$ cat src/rtl/rtc3w_pkg.sv
package rtc3w_pkg;

    // Command codes on the input channel
    localparam logic [1:0] CMD_TICK  = 2'd0;
    localparam logic [1:0] CMD_WRITE = 2'd1;
    localparam logic [1:0] CMD_READ  = 2'd2;

    // Width of the phase counter; the transaction closes when its top bit sets
    localparam int unsigned PHASE_W = 6;

    typedef struct packed {
        logic [1:0] command;
        logic [7:0] address;
        logic [6:0] value;
        logic       sda_in;
    } item_t;

    typedef struct packed {
        logic       rst_pin;
        logic       sck_pin;
        logic       sda_out;
        logic       sda_drive;
        logic [7:0] read_value;
        logic       done_res;
        logic       start_rejected;
    } result_t;

    typedef struct packed {
        logic busy;
        logic is_read;
    } status_t;

    // Binary 0..127 to packed BCD; tens may reach 12 and still lands in the high nibble
    function automatic logic [7:0] bcd_encode(input logic [6:0] v);
        logic [17:0] prod;
        logic [3:0]  tens;
        logic [6:0]  units;
        prod  = {11'd0, v} * 18'd205;
        tens  = prod[14:11];
        units = v - 7'({tens, 3'b000} + {2'b00, tens, 1'b0});
        return {tens, units[3:0]};
    endfunction

    function automatic logic [7:0] bcd_decode(input logic [7:0] b);
        logic [7:0] hi_x10;
        hi_x10 = {1'b0, b[7:4], 3'b000} + {3'b000, b[7:4], 1'b0};
        return hi_x10 + {4'd0, b[3:0]};
    endfunction

endpackage

$ cat src/rtl/rtc3w_core.sv
module rtc3w_core (
    input  logic                aclk,
    input  logic                aresetn,
    input  logic                step_en,
    input  rtc3w_pkg::item_t    item,
    output rtc3w_pkg::result_t  result,
    output rtc3w_pkg::status_t  status
);

    logic                              busy_reg, busy_next;
    logic                              is_read_reg, is_read_next;
    logic [rtc3w_pkg::PHASE_W-1:0]     phase_reg, phase_next;
    logic [15:0]                       shift_out_reg, shift_out_next;
    logic [7:0]                        shift_in_reg, shift_in_next;
    logic                              rst_reg, rst_next;
    logic                              sck_reg, sck_next;
    logic                              sda_reg, sda_next;

    logic       is_start;
    logic       drive;
    logic       done;
    logic       rej;
    logic [3:0] bit_idx;
    logic [7:0] cmd_byte;

    assign is_start = (item.command == rtc3w_pkg::CMD_WRITE) ||
                      (item.command == rtc3w_pkg::CMD_READ);
    assign bit_idx  = phase_reg[4:1];

    always_comb begin
        busy_next      = busy_reg;
        is_read_next   = is_read_reg;
        phase_next     = phase_reg;
        shift_out_next = shift_out_reg;
        shift_in_next  = shift_in_reg;
        rst_next       = rst_reg;
        sck_next       = sck_reg;
        sda_next       = sda_reg;
        drive          = 1'b1;
        done           = 1'b0;
        rej            = 1'b0;
        cmd_byte       = item.address;

        if (!busy_reg && is_start) begin
            is_read_next = (item.command == rtc3w_pkg::CMD_READ);
            if (is_read_next) begin
                cmd_byte       = item.address | 8'h01;
                shift_out_next = {8'h00, cmd_byte};
            end else begin
                cmd_byte       = item.address & 8'hFE;
                shift_out_next = {rtc3w_pkg::bcd_encode(item.value), cmd_byte};
            end
            phase_next = '0;
            busy_next  = 1'b1;
            rst_next   = 1'b0;
            sck_next   = 1'b0;
            sda_next   = 1'b0;
        end else begin
            rej = busy_reg && is_start;
            if (busy_reg) begin
                if (phase_reg[rtc3w_pkg::PHASE_W-1]) begin
                    // close the transaction: drop enable and clock
                    rst_next   = 1'b0;
                    sck_next   = 1'b0;
                    sda_next   = 1'b0;
                    busy_next  = 1'b0;
                    phase_next = '0;
                    done       = 1'b1;
                end else begin
                    rst_next = 1'b1;
                    sck_next = phase_reg[0];
                    if (is_read_reg && bit_idx[3]) begin
                        // release the pin; sample before the clock rises
                        drive    = 1'b0;
                        sda_next = 1'b0;
                        if (!phase_reg[0]) begin
                            shift_in_next = {item.sda_in, shift_in_reg[7:1]};
                        end
                    end else begin
                        sda_next = shift_out_reg[bit_idx];
                    end
                    phase_next = phase_reg + 1'b1;
                end
            end
        end
    end

    always_ff @(posedge aclk) begin
        if (!aresetn) begin
            busy_reg      <= 1'b0;
            is_read_reg   <= 1'b0;
            phase_reg     <= '0;
            shift_out_reg <= '0;
            shift_in_reg  <= '0;
            rst_reg       <= 1'b0;
            sck_reg       <= 1'b0;
            sda_reg       <= 1'b0;
        end else if (step_en) begin
            busy_reg      <= busy_next;
            is_read_reg   <= is_read_next;
            phase_reg     <= phase_next;
            shift_out_reg <= shift_out_next;
            shift_in_reg  <= shift_in_next;
            rst_reg       <= rst_next;
            sck_reg       <= sck_next;
            sda_reg       <= sda_next;
        end
    end

    always_comb begin
        result.rst_pin        = rst_next;
        result.sck_pin        = sck_next;
        result.sda_out        = drive & sda_next;
        result.sda_drive      = drive;
        result.read_value     = rtc3w_pkg::bcd_decode(shift_in_next);
        result.done_res       = done;
        result.start_rejected = rej;
    end

    assign status.busy    = busy_reg;
    assign status.is_read = is_read_reg;

endmodule

$ cat src/rtl/rtc_three_wire_master_unit.sv
// Three-wire RTC link master, stepped one pin-level tick per input transaction.
// Input channel (s_valid/s_ready): s_command is tick, start write or start read;
// s_address is the register command byte (bit 0 set by the kind), s_value the
// decimal value sent as packed BCD, s_sda_in the sampled data pin level.
// Output channel (m_valid/m_ready): one result per input transaction with the
// pin levels rst/sck/sda, the data pin drive enable, the BCD-decoded read byte,
// a done flag on the closing tick and a flag for a start that arrived while busy.
// A transaction takes 34 input items: the start, 32 clocking phases, the close.
// The input is registered, then one pass of link logic leads into the result
// register that drives m_valid.
// Throughput: one item per clock while the receiver takes every result; the
// link state updates once per item.
// When the receiver stalls, the result register holds, the input register
// fills, and s_ready drops until m_ready frees the result slot.
// Reset (aresetn low, synchronous) empties both registers and returns the
// link to idle with all pins low and the read byte cleared.
module rtc_three_wire_master_unit (
    input  logic       aclk,
    input  logic       aresetn,
    input  logic       s_valid,
    output logic       s_ready,
    input  logic [1:0] s_command,
    input  logic [7:0] s_address,
    input  logic [6:0] s_value,
    input  logic       s_sda_in,
    output logic       m_valid,
    input  logic       m_ready,
    output logic       m_rst_pin,
    output logic       m_sck_pin,
    output logic       m_sda_out,
    output logic       m_sda_drive,
    output logic [7:0] m_read_value,
    output logic       m_done_res,
    output logic       m_start_rejected
);

    logic                in_valid_reg, in_valid_next;
    rtc3w_pkg::item_t    in_item_reg;
    logic                out_valid_reg, out_valid_next;
    rtc3w_pkg::result_t  out_reg;
    rtc3w_pkg::result_t  core_result;
    rtc3w_pkg::status_t  core_status;
    logic                step;
    logic                s_fire;

    assign step    = in_valid_reg && (!out_valid_reg || m_ready);
    assign s_ready = !in_valid_reg || step;
    assign s_fire  = s_valid && s_ready;

    rtc3w_core u_core (
        .aclk    (aclk),
        .aresetn (aresetn),
        .step_en (step),
        .item    (in_item_reg),
        .result  (core_result),
        .status  (core_status)
    );

    always_comb begin
        in_valid_next = in_valid_reg;
        if (s_fire) begin
            in_valid_next = 1'b1;
        end else if (step) begin
            in_valid_next = 1'b0;
        end
        out_valid_next = out_valid_reg;
        if (step) begin
            out_valid_next = 1'b1;
        end else if (m_ready) begin
            out_valid_next = 1'b0;
        end
    end

    always_ff @(posedge aclk) begin
        if (!aresetn) begin
            in_valid_reg  <= 1'b0;
            out_valid_reg <= 1'b0;
        end else begin
            in_valid_reg  <= in_valid_next;
            out_valid_reg <= out_valid_next;
        end
    end

    always_ff @(posedge aclk) begin
        if (s_fire) begin
            in_item_reg.command <= s_command;
            in_item_reg.address <= s_address;
            in_item_reg.value   <= s_value;
            in_item_reg.sda_in  <= s_sda_in;
        end
        if (step) begin
            out_reg <= core_result;
        end
    end

    assign m_valid          = out_valid_reg;
    assign m_rst_pin        = out_reg.rst_pin;
    assign m_sck_pin        = out_reg.sck_pin;
    assign m_sda_out        = out_reg.sda_out;
    assign m_sda_drive      = out_reg.sda_drive;
    assign m_read_value     = out_reg.read_value;
    assign m_done_res       = out_reg.done_res;
    assign m_start_rejected = out_reg.start_rejected;

    a_done_drops_enable : assert property (@(posedge aclk) disable iff (!aresetn)
        m_valid && m_done_res |-> !m_rst_pin && !m_sck_pin)
        else $error("done result with link still enabled");

    a_released_pin_low : assert property (@(posedge aclk) disable iff (!aresetn)
        m_valid && !m_sda_drive |-> !m_sda_out && m_rst_pin)
        else $error("released data pin outside an active read");

    a_start_sets_busy : assert property (@(posedge aclk) disable iff (!aresetn)
        step && !core_status.busy &&
        (in_item_reg.command == rtc3w_pkg::CMD_WRITE ||
         in_item_reg.command == rtc3w_pkg::CMD_READ)
        |=> core_status.busy)
        else $error("accepted start did not open a transaction");

    a_reject_only_busy : assert property (@(posedge aclk) disable iff (!aresetn)
        step && core_result.start_rejected |-> core_status.busy)
        else $error("start rejected while idle");

endmodule

$ cat config.mk
export PLATFORM = sky130hd
export DESIGN_NAME = rtc_three_wire_master_unit
export DESIGN_NICKNAME = d
export VERILOG_FILES = /design/src/rtl/rtc3w_pkg.sv /design/src/rtl/rtc3w_core.sv /design/src/rtl/rtc_three_wire_master_unit.sv
export SDC_FILE = /design/constraint.sdc
export NUM_CORES = 1
export LEC_CHECK = 0
export BUFFER_PORTS_ARGS = -buffer_cell sky130_fd_sc_hd__buf_4
export CORE_MARGIN = 1
export CORE_UTILIZATION = 54
export DETAILED_ROUTE_END_ITERATION = 8
export GPL_ROUTABILITY_DRIVEN = 0
export PLACE_DENSITY = 0.77
export SYNTH_ARGS = -nofsm -noshare
export SYNTH_HDL_FRONTEND = slang
export SYNTH_SLANG_ARGS = --single-unit
$ cat constraint.sdc
create_clock -name aclk -period 4.5 [get_ports aclk]
set_input_delay 0 -clock aclk [delete_from_list [all_inputs] [get_ports aclk]]
set_output_delay 0 -clock aclk [all_outputs]
set_load 0.02 [all_outputs]
Word-level counts from Yosys, hierarchy flattened

Index checks and enable logic that the tools add are counted.

Add/subtract/negate cells: 5
$mul: 1
$lt $le $gt $ge: 1
Equality and inequality tests: 2
Muxes and demuxes: 32
Bitwise logic cells: 2
Reduce and logical (&&, ||, !) cells: 17

Operators with widths:

| operator                                                                      | number |
|---|---|
| 8-bit 2-to-1 mux                                                              | 5 |
| 1-bit 2-to-1 mux                                                              | 22 |
| 6-bit 2-to-1 mux                                                              | 3 |
| 16-bit 2-to-1 mux                                                             | 1 |
| 7-bit by 8-bit multiplier with 15-bit output (second input constant)          | 1 |
| 7-bit by 5-bit adder with 8-bit output                                        | 1 |
| 8-bit by 4-bit adder with 8-bit output                                        | 1 |
| 6-bit by 1-bit adder with 6-bit output (second input constant)                | 1 |
| 2-bit nonzero test                                                            | 3 |
| 1-bit logical AND                                                             | 5 |
| 4-bit by 5-bit less-than comparator with 1-bit output (second input constant) | 1 |
| 4-bit adder                                                                   | 1 |
| 1-bit binary-select mux with 4-bit select                                     | 1 |
| 2-bit AND reduction                                                           | 2 |
| 4-bit subtractor                                                              | 1 |
| 1-bit zero test                                                               | 3 |
| 1-bit logical OR                                                              | 3 |
| 2-bit by 1-bit equality test with 1-bit output (second input constant)        | 1 |
| 2-bit equality test (second input constant)                                   | 1 |
| 2-bit OR reduction                                                            | 1 |
| 1-bit bitwise AND                                                             | 1 |
| 1-bit inverter                                                                | 1 |

Bits in registers: 69
Input port bits: 22
Output and inout bits: 16

Depth between registers and ports, before layout

Gate-level depths: netlist of the first run.

Depth in word-level cells: 7
Gate-level depth with buffers: 18
Mapped depth without buffers: 18

Modules after synthesis

From an unflattened synthesis of the first run, not the netlist that was laid out.

Cells, all modules: 372
Area, all modules: 4037.6 sq um

Modules (own cells, without submodules):

| module                     | instances | cells each | area an instance (sq um) | seq. area each (sq um) |
|---|---|---|---|---|
| rtc3w_core                 | 1         | 331        | 2972.9                   | 680.7 |
| rtc_three_wire_master_unit | 1         | 41         | 1064.8                   | 1001.0 |

Worst setup path before layout of the first run

Ideal clock, no wire load.

Path type: flip-flop to flip-flop
Start point: register in_item_reg[5] (netlist name)
End point: register u_core.shift_out_reg[11]
Data arrival time: 4550 ps
Required time: 4421 ps
Setup slack: -129 ps
Cell stages (with the launch flop): 19
Period minus slack after synthesis: 4629 ps
Cells stage by stage: edfxtp_1 -> ha_1 -> fa_1 -> ha_1 -> inv_1 -> fa_1 -> inv_1 -> ha_1 -> a21oi_1 -> a21oi_1 -> a21oi_1 -> xnor2_1 -> ha_1 -> xor2_1 -> or3_1 -> a211oi_1 -> or4b_1 -> or2_1 -> o211ai_1

Longest elaborated chain between the ends: 4

RTL lines:

| item                                         | RTL line                         | text |
|---|---|---|
| start, declared                              | rtc_three_wire_master_unit.sv:38 | `rtc3w_pkg::item_t in_item_reg;` |
| 7-bit by 8-bit multiplier with 15-bit output | rtc3w_pkg.sv:38                  | `prod = {11'd0, v} * 18'd205;` |
| 4-bit adder                                  | rtc3w_pkg.sv:40                  | `units = v - 7'({tens, 3'b000} + {2'b00, tens, 1'b0});` |
| 4-bit subtractor                             | rtc3w_pkg.sv:40                  |  |
| 16-bit 2-to-1 mux                            | rtc3w_core.sv:46                 | `if (is_read_next) begin` |
| end signal, assigned                         | rtc3w_core.sv:102                | `shift_out_reg <= shift_out_next;` |
| end, declared                                | rtc3w_core.sv:13                 | `logic [15:0] shift_out_reg, shift_out_next;` |

Every way passes these cells.
A chain may end at the register's enable or synchronous reset.

Worst setup path after layout of the first run

Start point: register in_item_reg[6] (netlist name)
End point: register u_core.shift_out_reg[11]

The elaborated chain is that of the path after synthesis.

==> results of run 1 <==
## worst min path at each step
stage                     cells after the start         endpoint  slack [ns]
after floorplan                               0   in_item_reg[0]         0.1
after global placement                        1  in_item_reg[10]        0.18
after detailed placement                      1   in_item_reg[7]        0.18
after CTS                                     2  in_item_reg[16]        0.35
after global routing                          2  in_item_reg[16]        0.36
final                                         2   in_item_reg[0]        0.37
## critical path, cell delays in order, from the launching register on
cell,delay (ns)
edfxtp_1,0.47
inv_2,0.13
ha_4,0.22
fa_1,0.44
inv_1,0.11
fa_1,0.45
ha_1,0.33
ha_1,0.31
a21oi_2,0.22
o21ai_2,0.12
a21oi_2,0.19
xnor2_2,0.19
ha_4,0.23
xnor2_4,0.07
or3_4,0.33
or4b_1,0.45
or4b_1,0.17
or2_1,0.09
o211ai_1,0.07
## cells in the final DEF (no fill, tap or decap), drive strengths merged, types with 4 or more instances in the layout
cell         count
ha              47
xnor2            4
clkbuf          10
dlygate4sd3     20
clkinv           6
xor2             7
buf             89
and2             5
dfxtp           36
a21o             4
nand3            7
nor3            16
o21ai            9
edfxtp          31
nor2            46
a21oi           21
mux4             5
inv             27
mux2i           11
fa              10
nand2           16
mux2             7
## power by group
part | internal [mW] | total [mW] | switching [mW] | leakage (nW)
clock | 0.288 | 0.525 | 0.237 | 0.111
sequential | 0.673 | 0.693 | 0.0199 | 0.588
combinational | 0.474 | 0.915 | 0.440 | 1.65
## metal layers
layer	up-vias	share of wire, %	global-route usage (%)	routed length [microns]
li1	1499	-	-	-
met1	1519	39	29.5	3790
met2	122	52	45.5	5010
met3	37	4.7	5.62	454
met4	0	3.7	13.0	360
met5	-	0	0	0
## timing repair
item	in CTS	in global routing
gates resized for setup	16	18
setup endpoints to repair	1	3
hold buffers	20	0
pin swaps	18	17
buffers inserted	26	11
cloned	0	0
endpoints found under the hold margin	23	0
## layout make-up
type,instances,area (sq um),area share (%)
inverters,28,105,2.00
well taps,96,120,2.28
clock buffers,10,149,2.83
multi-input cells,252,2290,43.5
clock inverters,6,62.6,1.19
repair buffers,109,883,16.8
flip-flops and latches,67,1650,31.4
## cells by family after synthesis
group           Yosys count  share of synthesized area [%]
simple gates            109                           13.3
flops                    67                           42.5
xor+xnor                 11                           2.48
mux                      23                           8.06
fa+ha+maj                57                           20.3
compound gates           52                           8.51
buf+inv                  39                           4.83
==> metrics, run 1 <==
status finished, violations left; failing checks setup timing; worst slew pin tran between 0.7 and 0.8 ns; Core ar. 0.00687 sq mm; # IOs 38; detailed-route via count 3177; CTS tree done; CP endpoint kind register; Worst Setup Start Kind register; die footprint around 0.0075 sq mm; fillers 403; Lkg Pwr ~2.3 nW; drt drc 0; final instance area roughly 0.0053 sq mm; synthesized area about 0.0039 sq mm; number of flops mapped to enable cells by yosys 31; Fin Clk Skew around 0.0073 ns; Crit path arrival time slightly below 5 ns; post-place setup slack -0.146 ns; YS warnings 0; Cells after Synth between 300 and 400; final worst slack -0.233 ns; f_max 211 MHz; Final Hold Fails 0; fin crit share 105%; initial antenna violation count 0; Worst-path clk slew roughly 0.08 ns; FF-to-FF End u_core.shift_out_reg[11]; DP Cell Count 499; htree depth 3; post-route ant nets 0; Num CTS Buffers 9; Die Y about 87 microns; Root Driver clkbuf_8; drt total wl between 9000 and 10000 microns; final design utilization 76.6%; Hold Crit Start s_sda_in; fin. max-slew vios 0; Clock Sinks 67; MaxCap Viol Count 0; post-route insts no fill ~570; Worst Setup Path Type register to register; total global routing overflow 0; HP Class input pin to register; register area share after synthesis between 40% and 50%; most common cell in the netlist ha_1; fin nets between 500 and 600; Synth Register Bits 67; CTS max path bufs 2; Max IR drop VDD 0.266 mV; relative slew slack between 50% and 60%; worst setup path startpoint in_item_reg[6]; placed cell areas 0.00438 sq mm; Port Buffers 36; Netlist cell types 54; syn nets between 400 and 500; ant diodes 0; Rows 30; Crit Path Max Fanout 3; total track usage 25.8%; initial drt markers 151; average size of a mapped cell approximately 11 sq um; R2R Path Start in_item_reg[6]; first-pass GRT wire length roughly 14000 microns; Starting Density a little under three fifths; Power Dens Cells between 400 and 500 mW/mm^2; list of most frequent post-synthesis cells ha_1 (47), nor2_1 (44), dfxtp_1 (36); FF-to-FF path depth 18; TritonRoute pass-1 iters 6; die width ~87 microns; max reg flops 17; DP HPWL 5410 microns; area leader, netlist edfxtp_1; Pwr Total 2.13 mW; Vias per Instance 5.59; hold_ws between 0.3 and 0.4 ns; setup_tns -0.307 ns; ranking of synthesized cells by area edfxtp_1 (24%), dfxtp_1 (19%), ha_1 (15%), fa_1 (5.2%), nor2_1 (4.3%); Top FF cell, synth dfxtp_1; Setup violations, final 2; async set or reset register ratio after synthesis 0%; layout cell share with drive strength beyond 1 30.9%; Yosys top cell area share about a quarter; RSZ-0062 raised after global routing yes; largest net degree at the start of global routing 35; vias in the first global route about 3000; DR WL/cell approximately 17 microns; Critical Path Sink u_core.shift_out_reg[11]; FF-to-FF setup slack -0.23 ns; CP Data Required Time approximately 4.7 ns; final critical-path required period 4.73 ns; P&R area growth vs syn 35.5%; Clock Latency Late Sink between 0.3 and 0.4 ns
No activity file was read; power rests on OpenSTA's default activity.
==> inputs of run 2 (changes only) <==
--- a/config.mk
+++ b/config.mk
@@ -11,6 +11,7 @@
 export DETAILED_ROUTE_END_ITERATION = 8
 export GPL_ROUTABILITY_DRIVEN = 0
 export PLACE_DENSITY = 0.77
+export RECOVER_POWER = 25
 export SYNTH_ARGS = -nofsm -noshare
 export SYNTH_HDL_FRONTEND = slang
 export SYNTH_SLANG_ARGS = --single-unit
==> run 2 against run 1 <==
  * The flow still finishes with violations (setup timing)
  * Sequential power about the same
  * Fmax about the same
  * Routed wire length down 0.21%
  * Design area down 0.64%
  * Clock power about the same
  * Hold slack better by 0.021 ns
  * Combinational power down 0.8%
  * Sequential share of layout area up 0.20 points
  * Register-to-register slack about the same
  * Die area unchanged
==> metrics, run 2 (synthesis results as in run 1) <==
status finished, violations left (unchanged); failing checks setup timing (unchanged); Power Dens Cells 407 mW/mm^2 (was 406 mW/mm^2); Core ar. 0.00687 sq mm (unchanged); Crit path arrival time 4.96 ns (about the same); largest net degree at the start of global routing 35 (unchanged); # IOs 38 (unchanged); total track usage 25.8% (unchanged); Root Driver clkbuf_8 (unchanged); Buf/Inv on CP 2 (unchanged); placed cell areas 0.00438 sq mm (unchanged); CTS tree done (unchanged); total global routing overflow 0 (unchanged); initial drt markers 138 (was 151); Pwr Total 2.13 mW (about the same); final critical-path required period 4.73 ns (about the same); Crit Path Max Fanout 3 (unchanged); Starting Density 56.5% (unchanged); Vias per Instance 5.57 (was 5.59); Clock Sinks 67 (unchanged); vias in the first global route 3060 (unchanged); crit-path cells inv_2, ha_4, fa_1, inv_1, fa_1, ha_1, ha_1, a21oi_2, o21ai_2, a21oi_2, xnor2_2, ha_4, xnor2_4, or3_4, or4b_1, or4b_1, or2_1, o211ai_1 (unchanged); Worst-path clk slew 0.08 ns (about the same); relative slew slack 51.5% (was 51.6%); P&R area growth vs syn 34.6% (was 35.5%); hold_ws 0.386 ns (was 0.365 ns); Setup violations, final 2 (unchanged); worst slew pin tran 0.727 ns (was 0.726 ns); Top delay family on crit path adder cells (unchanged); post-route ant nets 0 (unchanged); Num CTS Buffers 9 (unchanged); htree depth 3 (unchanged); drt drc 0 (unchanged); drt total wl 9600 microns (was 9620 microns); first-pass GRT wire length 14400 microns (unchanged); Die Y 86.8 microns (unchanged); Port Buffers 36 (unchanged); final instance area 0.00523 sq mm (was 0.00526 sq mm); DR WL/cell 16.9 microns (about the same); most common cell after layout, fill and taps aside buf_4 (unchanged); CP Data Required Time 4.73 ns (about the same); post-route insts no fill 568 (unchanged); Rows 30 (unchanged); Worst Setup Path Type register to register (unchanged); DP HPWL 5410 microns (unchanged); DP Cell Count 499 (unchanged); Slowest cell on crit path edfxtp_1 (unchanged); MaxCap Viol Count 0 (unchanged); fillers 411 (was 403); Max IR drop VDD 0.266 mV (about the same); fin. max-slew vios 0 (unchanged); detailed-route via count 3161 (was 3177); footprint of the multi-input gates 0.00229 sq mm (unchanged); layout cell share with drive strength beyond 1 29.0% (was 30.9%); Fin Clk Skew 0.00799 ns (was 0.00726 ns); ant diodes 0 (unchanged); initial antenna violation count 0 (unchanged); die width 86.8 microns (unchanged); fin nets 546 (unchanged); most frequent cells in the layout buf_4 (59), nor2_1 (44), ha_1 (36), dfxtp_1 (36), edfxtp_1 (31) (was buf_4 (85), nor2_1 (44), ha_1 (36), dfxtp_1 (36), edfxtp_1 (31)); Sequential cell area 0.00165 sq mm (unchanged); Clock Latency Late Sink 0.35 ns (about the same); CTS max path bufs 2 (unchanged); fin crit share 105% (about the same); RSZ-0062 raised after global routing yes (unchanged); Worst Setup Start Kind register (unchanged); die footprint 0.00753 sq mm (unchanged); f_max 211 MHz (about the same); TritonRoute pass-1 iters 5 (was 6); CP endpoint kind register (unchanged); max reg flops 17 (unchanged); Final Hold Fails 0 (unchanged); final worst slack -0.231 ns (was -0.233 ns); crit-path max cell delay 0.47 ns (about the same); HP Class input pin to register (unchanged); Lkg Pwr 2.31 nW (was 2.35 nW)
[run 2: changes by cell type in the layout (fill, tap and decap cells not counted)]
cell      delta
buf_4       -26
and2_0       +1
clkbuf_1     +9
clkbuf_4    +17
and2_1       -1
[run 2: final timing paths]
check                 startpoint                  endpoint  slack, ns  depth (start not counted)
setup / recovery  in_item_reg[6]  u_core.shift_out_reg[11]      -0.23                         18
hold / removal          s_sda_in            in_item_reg[0]       0.39                          2
setup reg to reg  in_item_reg[6]  u_core.shift_out_reg[11]      -0.23                         18
hold reg to reg   u_core.rst_reg            u_core.rst_reg       0.49                          2
[run 2: area by class of cell]
class	instances	area share (%)
sequential	67	31.6
tap	96	2.30
multi-input combinational	252	43.8
inverter	28	2.01
clock buffer	10	2.85
clock inverter	6	1.20
timing repair buffer	109	16.3
[run 2: through the flow]
stage          util [%]  TNS, ns  setup WS (ns)
2_1_floorplan         -        0        0.00591
3_3_place_gp       63.8  -0.0247        -0.0247
3_5_place_dp       63.8   -0.146         -0.146
4_1_cts            74.4  -0.0151        -0.0151
5_1_grt            76.1   -0.573         -0.360
6_report           76.1   -0.300         -0.231
[run 2: metal layers]
metal / share of wire [%] / GRT usage (%) / vias to the layer above
li1: - / - / 1502
met5: 0 / 0 / -
met4: 3.9 / 13.0 / 0
met1: 39 / 29.5 / 1499
met2: 52 / 45.5 / 127
met3: 4.9 / 5.62 / 33
[run 2: where the power goes]
part           internal, mW  total [mW]  switching (mW)
Combinational         0.470       0.908           0.438
Clock                 0.288       0.525           0.237
Sequential            0.673       0.693          0.0198
Total                  1.43        2.13           0.695
[run 2: repair_timing]
action | CTS | global route
endpoints found under the hold margin | 23 | 0
buffers inserted | 26 | 11
gates resized for setup | 16 | 18
endpoints found under the setup margin | 1 | 3
pin swaps | 18 | 17
hold buffers | 20 | 0
==> inputs of run 3 (changes only) <==
--- a/config.mk
+++ b/config.mk
@@ -5,9 +5,10 @@
 export SDC_FILE = /design/constraint.sdc
 export NUM_CORES = 1
 export LEC_CHECK = 0
-export BUFFER_PORTS_ARGS = -buffer_cell sky130_fd_sc_hd__buf_4
+export BUFFER_PORTS_ARGS = -buffer_cell sky130_fd_sc_hd__buf_2
 export CORE_MARGIN = 1
 export CORE_UTILIZATION = 54
+export CTS_CLUSTER_DIAMETER = 50
 export DETAILED_ROUTE_END_ITERATION = 8
 export GPL_ROUTABILITY_DRIVEN = 0
 export PLACE_DENSITY = 0.77
==> run 3 against run 2 <==
  * Total power down 12%
  * Design area down 5.8%
  * Via count down 6.8%
  * Sequential share of layout area up 2.0 points
  * Combinational power down 27%
  * Register-to-register slack better by 0.04 ns
  * Non-clock buffer count down 18
  * Routed wire length down 18%
  * Sequential cell count unchanged
  * Critical path depth up 1
  * Largest cell class unchanged
  * The run still ends with setup timing left
  * Hold slack worse by 0.021 ns
  * Fmax up 0.78%
==> metrics, run 3 (synthesis results as in run 1) <==
status finished, violations left (unchanged); failing checks setup timing (unchanged); Starting Density 56.5% (unchanged); Root Driver clkbuf_8 (unchanged); CTS tree done (unchanged); combinational share of power 35.4% (was 42.7%); htree depth 3 (unchanged); HP Class input pin to register (unchanged); Core ar. 0.00687 sq mm (unchanged); die footprint 0.00753 sq mm (unchanged); CP Depth 19 (was 18); Top delay family on crit path adder cells (unchanged); total global routing overflow 0 (unchanged); P&R area growth vs syn 26.7% (was 34.6%); f_max 213 MHz (was 211 MHz); most frequent cells in the layout nor2_1 (44), ha_1 (40), dfxtp_1 (36), buf_4 (32), edfxtp_1 (31) (was buf_4 (59), nor2_1 (44), ha_1 (36), dfxtp_1 (36), edfxtp_1 (31)); Buf/Inv on CP 3 (was 2); ant diodes 0 (unchanged); max reg flops 17 (unchanged); DR WL/cell 14.3 microns (was 16.9 microns); Int Pwr 1.27 mW (was 1.43 mW); worst slew pin tran 0.727 ns (about the same); crit-path cells buf_6, ha_4, fa_1, ha_1, inv_2, fa_1, inv_2, ha_4, nand3_4, a21oi_4, a21oi_4, xnor2_2, ha_2, xnor2_2, or3_1, or4b_1, or4b_1, or2_1, o211ai_1 (was inv_2, ha_4, fa_1, inv_1, fa_1, ha_1, ha_1, a21oi_2, o21ai_2, a21oi_2, xnor2_2, ha_4, xnor2_4, or3_4, or4b_1, or4b_1, or2_1, o211ai_1); switching share of power 32.6% (was 32.7%); CP Data Required Time 4.72 ns (was 4.73 ns); first-pass GRT wire length 12600 microns (was 14400 microns); worst setup path startpoint in_item_reg[5] (was in_item_reg[6]); DP Cell Count 499 (unchanged); Clock Sinks 67 (unchanged); post-route insts no fill 550 (was 568); relative slew slack 51.5% (about the same); Critical Path Sink u_core.shift_out_reg[11] (unchanged); CP endpoint kind register (unchanged); fin. max-slew vios 0 (unchanged); Power Dens Cells 381 mW/mm^2 (was 407 mW/mm^2); Die Y 86.8 microns (unchanged); detailed-route via count 2947 (was 3161); placed cell areas 0.00429 sq mm (was 0.00438 sq mm); initial drt markers 152 (was 138); final worst slack -0.194 ns (was -0.231 ns); Num CTS Buffers 9 (unchanged); Hold Crit Start s_command[0] (was s_sda_in); FF-to-FF path depth 19 (was 18); fillers 462 (was 411); total track usage 22.0% (was 25.8%); layout cell share with drive strength beyond 1 23.6% (was 29.0%); final design utilization 71.6% (was 76.1%); FF-to-FF End u_core.shift_out_reg[11] (unchanged); Vias per Instance 5.36 (was 5.57); FF-to-FF setup slack -0.19 ns (was -0.23 ns); final instance area 0.00492 sq mm (was 0.00523 sq mm); TritonRoute pass-1 iters 4 (was 5); Flop pwr share 36.8% (was 32.6%); Pwr Total 1.88 mW (was 2.13 mW); Setup violations, final 1 (was 2); die width 86.8 microns (unchanged); Clock Latency Late Sink 0.34 ns (was 0.35 ns); Crit path arrival time 4.91 ns (was 4.96 ns); Clk pwr share 27.8% (was 24.7%); crit-path max cell delay 0.52 ns (was 0.47 ns); fin crit share 104% (was 105%); Lkg Pwr 2.19 nW (was 2.31 nW); Fin Clk Skew 0.0111 ns (was 0.00799 ns); Rows 30 (unchanged); largest net degree at the start of global routing 35 (unchanged); most common cell after layout, fill and taps aside nor2_1 (was buf_4); DP HPWL 5310 microns (was 5410 microns); drt total wl 7870 microns (was 9600 microns); Port Buffers 36 (unchanged); CTS max path bufs 2 (unchanged); Worst-path clk slew 0.08 ns (about the same); Worst Setup Start Kind register (unchanged); fin nets 528 (was 546); vias in the first global route 2847 (was 3060); initial antenna violation count 0 (unchanged); Max IR drop VDD 0.260 mV (was 0.266 mV); setup_tns -0.194 ns (was -0.300 ns); # IOs 38 (unchanged); RSZ-0062 raised after global routing yes (unchanged); MaxCap Viol Count 0 (unchanged); Worst Setup Path Type register to register (unchanged); final critical-path required period 4.69 ns (was 4.73 ns); Slowest cell on crit path fa_1 (was edfxtp_1); post-route ant nets 0 (unchanged); drt drc 0 (unchanged); Net Sw Power 611 uW (was 695 uW); Crit Path Max Fanout 3 (unchanged); R2R Path Start in_item_reg[5] (was in_item_reg[6]); Final Hold Fails 0 (unchanged)
## run 3: cell types whose count changed in the layout (fill, tap and decap cells not counted), moves of 2 or more
cell,before,now
clkinv_2,3,0
ha_4,10,5
buf_2,0,26
clkbuf_4,17,0
ha_1,36,40
a21oi_1,14,16
buf_4,59,32
a21oi_2,4,2
inv_8,0,2
## run 3: power groups by stage
stage / combinational, mW / clock (mW) / sequential, mW
final: 0.665 / 0.522 / 0.690
after global routing: 0.731 / 0.562 / 0.694
after CTS: 0.591 / 0.535 / 0.690
after detailed placement: 0.522 / 0 / 0.704
after global placement: 0.507 / 0 / 0.703
after floorplan: 0.355 / 0 / 0.710
## run 3: routing by layer
layer	global-route usage, %	part of all wire [%]	up-vias
met1	27.0	44	1406
met5	0	0	-
met4	8.64	1.3	0
li1	-	-	1459
met3	4.76	3.7	10
met2	37.9	51	72
## run 3: stage by stage
step	hold WS, ns	setup slack (ns)
global route	0.353	-0.320
detailed placement	0.178	-0.157
global placement	0.176	-0.0253
finish	0.365	-0.194
CTS	0.340	-0.103
floorplan	0.0989	0.00591
## run 3: layout make-up
cell class,instances,area (sq um),area share [%]
Clock buffer,9,124,2.52
Clock inverter,7,83.8,1.70
Inverter,28,105,2.14
Multi-Input combinational cell,252,2190,44.6
Sequential cell,67,1650,33.6
Tap cell,96,120,2.44
Timing Repair Buffer,91,642,13.0
## run 3: how the worst min path moves through the flow
stage	to	cells past startpoint
after floorplan	in_item_reg[0]	0
after global placement	in_item_reg[10]	1
after detailed placement	in_item_reg[1]	1
after CTS	in_item_reg[17]	2
after global routing	in_item_reg[16]	2
final	in_item_reg[16]	2
## run 3: worst reg2reg max path: stages (launching register included)
cell,delay (ns)
edfxtp_1,0.44
buf_6,0.16
ha_4,0.24
fa_1,0.47
ha_1,0.34
inv_2,0.05
fa_1,0.52
inv_2,0.05
ha_4,0.28
nand3_4,0.08
a21oi_4,0.19
a21oi_4,0.09
xnor2_2,0.20
ha_2,0.26
xnor2_2,0.09
or3_1,0.32
or4b_1,0.46
or4b_1,0.18
or2_1,0.10
o211ai_1,0.08
## run 3: what timing repair did
item                       CTS  global route
setup endpoints to repair    1             1
hold buffers                20             0
gates resized for setup     12             8
buffers inserted            11             4
hold endpoints to repair    22             0
pin swaps                   15            13
